`src/rtl/gzhs_pkg.sv`:
```
// Shared types, constants and helpers for the gzip header stripper.
package gzhs_pkg;

  localparam int COUNT_BITS = 24;  // header byte counter width, 16..32
  localparam int LEN_W      = 24;  // width of the reported header length
  localparam int WIDE_W     = 33;  // holds any count and the length limit

  localparam logic [LEN_W-1:0] LEN_MAX = {LEN_W{1'b1}};

  localparam logic [7:0] FL_HCRC        = 8'h02;
  localparam logic [7:0] FL_EXTRA       = 8'h04;
  localparam logic [7:0] FL_NAME        = 8'h08;
  localparam logic [7:0] FL_COMMENT     = 8'h10;
  localparam logic [7:0] FL_RESERVED    = 8'he0;
  localparam logic [7:0] METHOD_DEFLATE = 8'd8;

  localparam logic [3:0] IDX_METHOD = 4'd2;
  localparam logic [3:0] IDX_FLAGS  = 4'd3;
  localparam logic [3:0] FIXED_LEN  = 4'd10;

  localparam logic [1:0] KIND_PAYLOAD = 2'd0;
  localparam logic [1:0] KIND_HEADER  = 2'd1;
  localparam logic [1:0] KIND_ERROR   = 2'd2;

  localparam logic [1:0] ERR_NONE      = 2'd0;
  localparam logic [1:0] ERR_METHOD    = 2'd1;
  localparam logic [1:0] ERR_RESERVED  = 2'd2;
  localparam logic [1:0] ERR_TRUNCATED = 2'd3;

  typedef enum logic [3:0] {
    PH_FIXED   = 4'd0,
    PH_XLEN    = 4'd1,
    PH_XSKIP   = 4'd2,
    PH_NAME    = 4'd3,
    PH_COMMENT = 4'd4,
    PH_HCRC    = 4'd5,
    PH_PAYLOAD = 4'd6,
    PH_DRAIN   = 4'd7
  } phase_t;

  typedef struct packed {
    logic [1:0]       kind;
    logic [7:0]       payload;
    logic [LEN_W-1:0] header_length;
    logic [1:0]       error_code;
    logic             end_mark;
  } result_t;

  // First enabled optional section at or after 'from', else payload.
  function automatic phase_t section_from(phase_t from, logic [7:0] flags);
    phase_t r;
    if (from <= PH_XLEN && (flags & FL_EXTRA) != 8'h00) begin
      r = PH_XLEN;
    end else if (from <= PH_NAME && (flags & FL_NAME) != 8'h00) begin
      r = PH_NAME;
    end else if (from <= PH_COMMENT && (flags & FL_COMMENT) != 8'h00) begin
      r = PH_COMMENT;
    end else if (from <= PH_HCRC && (flags & FL_HCRC) != 8'h00) begin
      r = PH_HCRC;
    end else begin
      r = PH_PAYLOAD;
    end
    return r;
  endfunction

endpackage

```
`src/rtl/gzhs_parse.sv`:
```
// Header walker: per-stream state and the per-byte result decision.
module gzhs_parse (
  input  logic              clk,
  input  logic              rst,
  input  logic              step,
  input  logic [7:0]        data_byte,
  input  logic              last_byte,
  output logic              has_result,
  output gzhs_pkg::result_t result
);
  import gzhs_pkg::*;

  phase_t                phase, phase_next;
  logic [3:0]            fixed_index, fixed_index_next;
  logic [7:0]            flag_bits, flag_bits_next;
  logic [15:0]           extra_remaining, extra_remaining_next;
  logic [COUNT_BITS-1:0] byte_count, byte_count_next;

  always_ff @(posedge clk) begin
    if (rst) begin
      phase           <= PH_FIXED;
      fixed_index     <= '0;
      flag_bits       <= '0;
      extra_remaining <= '0;
      byte_count      <= '0;
    end else if (step) begin
      phase           <= phase_next;
      fixed_index     <= fixed_index_next;
      flag_bits       <= flag_bits_next;
      extra_remaining <= extra_remaining_next;
      byte_count      <= byte_count_next;
    end
  end

  always_comb begin
    logic [1:0]        err;
    logic              fresh;
    logic [WIDE_W-1:0] wide_count;

    phase_next           = phase;
    fixed_index_next     = fixed_index;
    flag_bits_next       = flag_bits;
    extra_remaining_next = extra_remaining;
    byte_count_next      = byte_count;
    err                  = ERR_NONE;
    fresh                = 1'b0;
    has_result           = 1'b0;
    result               = '0;
    wide_count           = '0;

    case (phase)
      PH_PAYLOAD: begin
        has_result      = 1'b1;
        result.kind     = KIND_PAYLOAD;
        result.payload  = data_byte;
        result.end_mark = last_byte;
        fresh           = last_byte;
      end
      PH_FIXED, PH_XLEN, PH_XSKIP, PH_NAME, PH_COMMENT, PH_HCRC: begin
        if (!(&byte_count)) begin
          byte_count_next = byte_count + 1'b1;
        end
        case (phase)
          PH_FIXED: begin
            if (fixed_index == IDX_METHOD && data_byte != METHOD_DEFLATE) begin
              err = ERR_METHOD;
            end
            if (fixed_index == IDX_FLAGS) begin
              flag_bits_next = data_byte;
              if ((data_byte & FL_RESERVED) != 8'h00) begin
                err = ERR_RESERVED;
              end
            end
            fixed_index_next = fixed_index + 1'b1;
            if (fixed_index_next >= FIXED_LEN) begin
              fixed_index_next = '0;
              phase_next       = section_from(PH_XLEN, flag_bits);
            end
          end
          PH_XLEN: begin
            if (fixed_index == 4'd0) begin
              extra_remaining_next = {8'h00, data_byte};
              fixed_index_next     = 4'd1;
            end else begin
              extra_remaining_next = {data_byte, extra_remaining[7:0]};
              fixed_index_next     = '0;
              phase_next = (extra_remaining_next != 16'h0000) ? PH_XSKIP
                                                              : section_from(PH_NAME, flag_bits);
            end
          end
          PH_XSKIP: begin
            extra_remaining_next = extra_remaining - 1'b1;
            if (extra_remaining_next == 16'h0000) begin
              phase_next = section_from(PH_NAME, flag_bits);
            end
          end
          PH_NAME: begin
            if (data_byte == 8'h00) phase_next = section_from(PH_COMMENT, flag_bits);
          end
          PH_COMMENT: begin
            if (data_byte == 8'h00) phase_next = section_from(PH_HCRC, flag_bits);
          end
          default: begin  // header CRC, two bytes
            if (fixed_index == 4'd0) begin
              fixed_index_next = 4'd1;
            end else begin
              fixed_index_next = '0;
              phase_next       = PH_PAYLOAD;
            end
          end
        endcase

        if (err != ERR_NONE) begin
          has_result        = 1'b1;
          result.kind       = KIND_ERROR;
          result.error_code = err;
          result.end_mark   = last_byte;
          fresh             = last_byte;
          if (!last_byte) phase_next = PH_DRAIN;
        end else if (last_byte) begin
          // stream ended inside the header, the final header byte included
          has_result        = 1'b1;
          result.kind       = KIND_ERROR;
          result.error_code = ERR_TRUNCATED;
          result.end_mark   = 1'b1;
          fresh             = 1'b1;
        end else if (phase_next == PH_PAYLOAD) begin
          wide_count           = WIDE_W'(byte_count_next);
          has_result           = 1'b1;
          result.kind          = KIND_HEADER;
          result.header_length = (wide_count > WIDE_W'(LEN_MAX)) ? LEN_MAX
                                                                 : wide_count[LEN_W-1:0];
        end
      end
      default: begin  // drain after an error: swallow up to the final byte
        if (last_byte) fresh = 1'b1;
        else phase_next = PH_DRAIN;
      end
    endcase

    if (fresh) begin
      phase_next           = PH_FIXED;
      fixed_index_next     = '0;
      flag_bits_next       = '0;
      extra_remaining_next = '0;
      byte_count_next      = '0;
    end
  end

endmodule

```
`src/rtl/gzhs_result_reg.sv`:
```
// Output register holding one result transaction until it is taken.
module gzhs_result_reg (
  input  logic              clk,
  input  logic              rst,
  input  logic              load,
  input  logic              load_valid,
  input  gzhs_pkg::result_t load_data,
  output logic              free,
  output logic              out_valid,
  input  logic              out_ready,
  output gzhs_pkg::result_t out_data
);
  import gzhs_pkg::*;

  // a slot being taken this cycle can be refilled in the same cycle
  assign free = !out_valid || out_ready;

  always_ff @(posedge clk) begin
    if (rst) begin
      out_valid <= 1'b0;
    end else if (load) begin
      out_valid <= load_valid;
    end else if (out_ready) begin
      out_valid <= 1'b0;
    end
  end

  always_ff @(posedge clk) begin
    if (load && load_valid) begin
      out_data <= load_data;
    end
  end

endmodule

```
`src/rtl/gzhs_pkg_unused_guard.sv`:
```
// Input register stage: captures one byte transaction ahead of the parser.
module gzhs_in_reg (
  input  logic       clk,
  input  logic       rst,
  input  logic       in_valid,
  output logic       in_ready,
  input  logic [7:0] data_byte,
  input  logic       last_byte,
  input  logic       consume,
  output logic       held_valid,
  output logic [7:0] held_byte,
  output logic       held_last
);
  import gzhs_pkg::*;

  assign in_ready = !held_valid || consume;

  always_ff @(posedge clk) begin
    if (rst) begin
      held_valid <= 1'b0;
    end else if (in_ready) begin
      held_valid <= in_valid;
    end
  end

  always_ff @(posedge clk) begin
    if (in_valid && in_ready) begin
      held_byte <= data_byte;
      held_last <= last_byte;
    end
  end

endmodule

```
`src/rtl/gzip_header_stripper_core.sv`:
```
// Top level of the gzip header stripper: input stage, parser, result register.
//
//  channel | handshake           | payload
//  --------+---------------------+-------------------------------------------------
//  input   | in_valid, in_ready  | data_byte, last_byte
//  output  | out_valid, out_ready| kind, payload, header_length, error_code, end_mark
//
// One byte per cycle sustained while the output is not stalled: a byte waits in the input register,
// and the parser decides its result combinationally and loads the result register.
// A result passes through the input register and then the result register before it is presented.
// Synchronous reset returns the parser to the start of a fresh stream.
// A stalled output holds the input register; both stages refill as they drain.
module gzip_header_stripper_core (
  input  logic                        clk,
  input  logic                        rst,
  input  logic                        in_valid,
  output logic                        in_ready,
  input  logic [7:0]                  data_byte,
  input  logic                        last_byte,
  output logic                        out_valid,
  input  logic                        out_ready,
  output logic [1:0]                  kind,
  output logic [7:0]                  payload,
  output logic [gzhs_pkg::LEN_W-1:0]  header_length,
  output logic [1:0]                  error_code,
  output logic                        end_mark
);
  import gzhs_pkg::*;

  logic       held_valid;
  logic [7:0] held_byte;
  logic       held_last;
  logic       slot_free;
  logic       step;
  logic       has_result;
  result_t    result;
  result_t    out_data;

  assign step = held_valid && slot_free;

  gzhs_in_reg u_in_reg (
    .clk        (clk),
    .rst        (rst),
    .in_valid   (in_valid),
    .in_ready   (in_ready),
    .data_byte  (data_byte),
    .last_byte  (last_byte),
    .consume    (step),
    .held_valid (held_valid),
    .held_byte  (held_byte),
    .held_last  (held_last)
  );

  gzhs_parse u_parse (
    .clk        (clk),
    .rst        (rst),
    .step       (step),
    .data_byte  (held_byte),
    .last_byte  (held_last),
    .has_result (has_result),
    .result     (result)
  );

  gzhs_result_reg u_result_reg (
    .clk        (clk),
    .rst        (rst),
    .load       (step),
    .load_valid (has_result),
    .load_data  (result),
    .free       (slot_free),
    .out_valid  (out_valid),
    .out_ready  (out_ready),
    .out_data   (out_data)
  );

  assign kind          = out_data.kind;
  assign payload       = out_data.payload;
  assign header_length = out_data.header_length;
  assign error_code    = out_data.error_code;
  assign end_mark      = out_data.end_mark;

endmodule

```
`config.mk`:
```
export PLATFORM = sky130hd
export DESIGN_NAME = gzip_header_stripper_core
export DESIGN_NICKNAME = d
export VERILOG_FILES = /design/src/rtl/gzhs_pkg.sv /design/src/rtl/gzhs_parse.sv /design/src/rtl/gzhs_result_reg.sv /design/src/rtl/gzhs_pkg_unused_guard.sv /design/src/rtl/gzip_header_stripper_core.sv
export SDC_FILE = /design/constraint.sdc
export NUM_CORES = 1
export LEC_CHECK = 0
export BUFFER_PORTS_ARGS = -buffer_cell sky130_fd_sc_hd__buf_2
export CAP_MARGIN = 25
export CORE_UTILIZATION = 65
export DETAILED_ROUTE_END_ITERATION = 16
export PLACE_DENSITY_LB_ADDON = 0.25
export SETUP_SLACK_MARGIN = 0.2
export SLEW_MARGIN = 20
export SYNTH_ARGS = -nofsm -noshare
export SYNTH_HDL_FRONTEND = slang
export SYNTH_HIERARCHICAL = 1
export SYNTH_SLANG_ARGS = --single-unit
export TNS_END_PERCENT = 30
```
`constraint.sdc`:
```
create_clock -name clk -period 7.4 [get_ports clk]
set_input_delay 1.48 -clock clk [delete_from_list [all_inputs] [get_ports clk]]
set_output_delay 1.48 -clock clk [all_outputs]
set_load 0.005 [all_outputs]
```
==> results.toml <==
[job]
maxCapViolations = 0

[sta]
hold_viol = 0
slew_viol_final = 0
tns_ns = 0
skew_ns = 0.0149
setup_viol = 0
fmax_mhz = 214
worst_pin_slew_ns = 1.01
rsz0062_at_grt = "no"
final.period_utilization = 0.630
finalCriticalPeriod_ns = 4.66
timing.slew.headroom = 0.327

[power]
power_frac_clock = 0.315
p_int_w = 0.000754
seqPwrFrac = 0.587
power_w = 0.00103
p_leak_nw = 2.12
switching_share = 0.265
ir_worst_vdd_mv = 0.126
powerDensity_mw_per_mm2 = 164
power.switching_w = 0.000273
power_frac_comb = 0.098

[final_layout]
fin_util = 0.719
final_cell_area_mm2 = 0.00627
areaGrowthSynthToFinish_pct = 7.01
instances_no_fill = 785
layout.nets = 692
drive_gt1_frac = 0.167
n_antenna_cell = 0

[grt]
grt_pass1_wl_um = 23200
antenna_found_initial = 0
grt_remaining_overflow = 0
grt_start_max_net_pins = 58
track_usage = 0.301
grt_pass1_vias = 4754

[logic_synthesis]
ys_seq_area_frac = 0.421
yosysTopAreaCell = "edfxtp_1"
synth.distinct_cells = 69
avgSynthCellArea_um2 = 8.95
syn-cell-area_mm2 = 0.00586
synth_top_cells_by_count = "nor2_1, dfxtp_1, a21oi_1"
synth_edf_count = 46
ys_ff_latch = 100
synth_top_flop_cell = "dfxtp_1"
ys_top_cells_by_area = "edfxtp_1, dfxtp_1, a21oi_1"
synth_most_common_cell = "nor2_1"
syn_nets = 674
synth-async-reset-ratio = 0
synthCells = 654
yosysWarnings = 6
netlist.area_leader.share = 0.236

[critical_path]
cp_slowest_cell = "nor3b_1"
crit_chain = "inv_1 > ha_1 > nor3b_1 > nand4_1 > or4_1 > a32o_1 > o41ai_4 > nand4_4 > o211ai_1 > and2_1 > buf_4"
cp.arrival_ns = 4.69
critPathMaxStageDelay_ns = 0.75
crit_fanout = 29
worstSetupPathType = "flip-flop to flip-flop"
worstSetupStartpointType = "flip-flop"
endpoint_kind = "flip-flop"
required_ns = 7.42

[floorplan]
core_area_mm2 = 0.00872
die_x_um = 96.9
start_util = 0.671
die_y_um = 96.9
io_pins = 52
dieArea_mm2 = 0.00939
rows = 34

[placed_design]
dp_cells = 768
dpl.hpwl_um = 9580
gp_congestion = 0.887
io_buffers = 51
placed_cell_area_mm2 = 0.00607

[clocking]
post_cts_resize_count = 0
clockRootBuffer = "clkbuf_8"
hold_buffers = 0
path_clk_slew_ns = 0.11
cts_tree = "done"
numCtsBuffers = 9
cts_setup_buffers = 0
cts.sinks = 100
htreeDepth = 3
clk-insertion-delay-late_ns = 0.36
cts.path.max_buffers = 2

[route]
post-route-drc-count = 0
vias = 5158
via_per_inst = 6.57
routedWlPerCell_um = 17.7
firstDrtPassIters = 5
first_iter_violations = 558
wl_um = 13900
postRouteAntennaNets = 0

[hold_path]
hold_class = "flip-flop to flip-flop"

[status]
outcome = "complete, no violations"
## worst max-delay path: cells and delay by family, from the launching register on
family                   cells  cell delay, ns
AND/OR/NAND/NOR              5            2.32
AO/OA/AOI/OAI                3            0.77
buffers and inverters        2            0.51
flip-flops                   1            0.39
adder cells (fa/ha/maj)      1            0.29
## per-stage QoR
| stage | setup slack [ns] | hold slack, ns |
|---|---|---|
| 4_1_cts | 2.75 | 0.498 |
| 6_report | 2.74 | 0.500 |
| 3_5_place_dp | 2.77 | 0.485 |
| 5_1_grt | 2.41 | 0.535 |
| 3_3_place_gp | 3.00 | 0.476 |
| 2_1_floorplan | 3.46 | 0.459 |
## area by class of cell
cell class              count  area (um2)
multi-input cells         496        3150
flip-flops and latches    100        2460
fillers                   663        2450
repair buffers             55         298
well taps                 108         135
clock buffers               9         124
clock inverters             7        56.3
inverters                  10        37.5
## final timing paths
path,start,end,slack (ns),cells after the start
hold / removal,u_result_reg/out_valid,u_result_reg/out_valid,0.50,2
setup reg to reg,u_parse/extra_remaining[0],u_result_reg/out_data[5],2.74,11
hold reg to reg,u_result_reg/out_valid,u_result_reg/out_valid,0.50,2
setup / recovery,u_parse/extra_remaining[0],u_result_reg/out_data[5],2.74,11
## sequential cells by signal (all words and copies together) (netlist names)
register / cells
u_result_reg/out_data: 37
u_parse/byte_count: 24
u_parse/extra_remaining: 16
u_in_reg/held_byte: 8
u_parse/fixed_index: 4
u_parse/flag_bits: 4
u_parse/phase: 4
u_in_reg/held_last: 1
u_in_reg/held_valid: 1
u_result_reg/out_valid: 1
## per-layer routing
layer  GRT usage  routed length [um]  vias up
li1            -                   -     2440
met1       0.437                6240     2449
met2       0.469                6490      247
met3      0.0491                1010       22
met4      0.0758                 152        0
met5           0                   0        -
## power by group through the flow
stage | clock (W) | combinational [W] | sequential, W
floorplan | 0 | 0.0000676 | 0.000613
global placement | 0 | 0.0000960 | 0.000614
detailed placement | 0 | 0.0000973 | 0.000615
CTS | 0.000332 | 0.0000978 | 0.000603
global route | 0.000351 | 0.000111 | 0.000604
finish | 0.000324 | 0.000101 | 0.000603
## cell usage in the layout (no fill, tap or decap), types with 14 or more instances in the layout
cell / instances
nor3_2: 19
o21ai_0: 44
edfxtp_1: 46
nand3_1: 20
a22oi_1: 14
nor2_1: 62
or3_1: 22
xor2_1: 23
nand2_1: 39
dfxtp_1: 54
a21oi_1: 50
nor3_1: 21
buf_2: 51
## cells by family (layout without fill, tap and decap cells)
kind of cell | count (synthesis) | count (layout) | synth area share
fa+ha+maj | 7 | 7 | 0.0150
mux | 2 | 2 | 0.00342
simple gates | 293 | 293 | 0.297
xor+xnor | 36 | 36 | 0.0538
compound gates | 158 | 158 | 0.168
buf+inv | 58 | 81 | 0.0417
flops | 100 | 100 | 0.421
No activity file was read; power rests on OpenSTA's default activity.
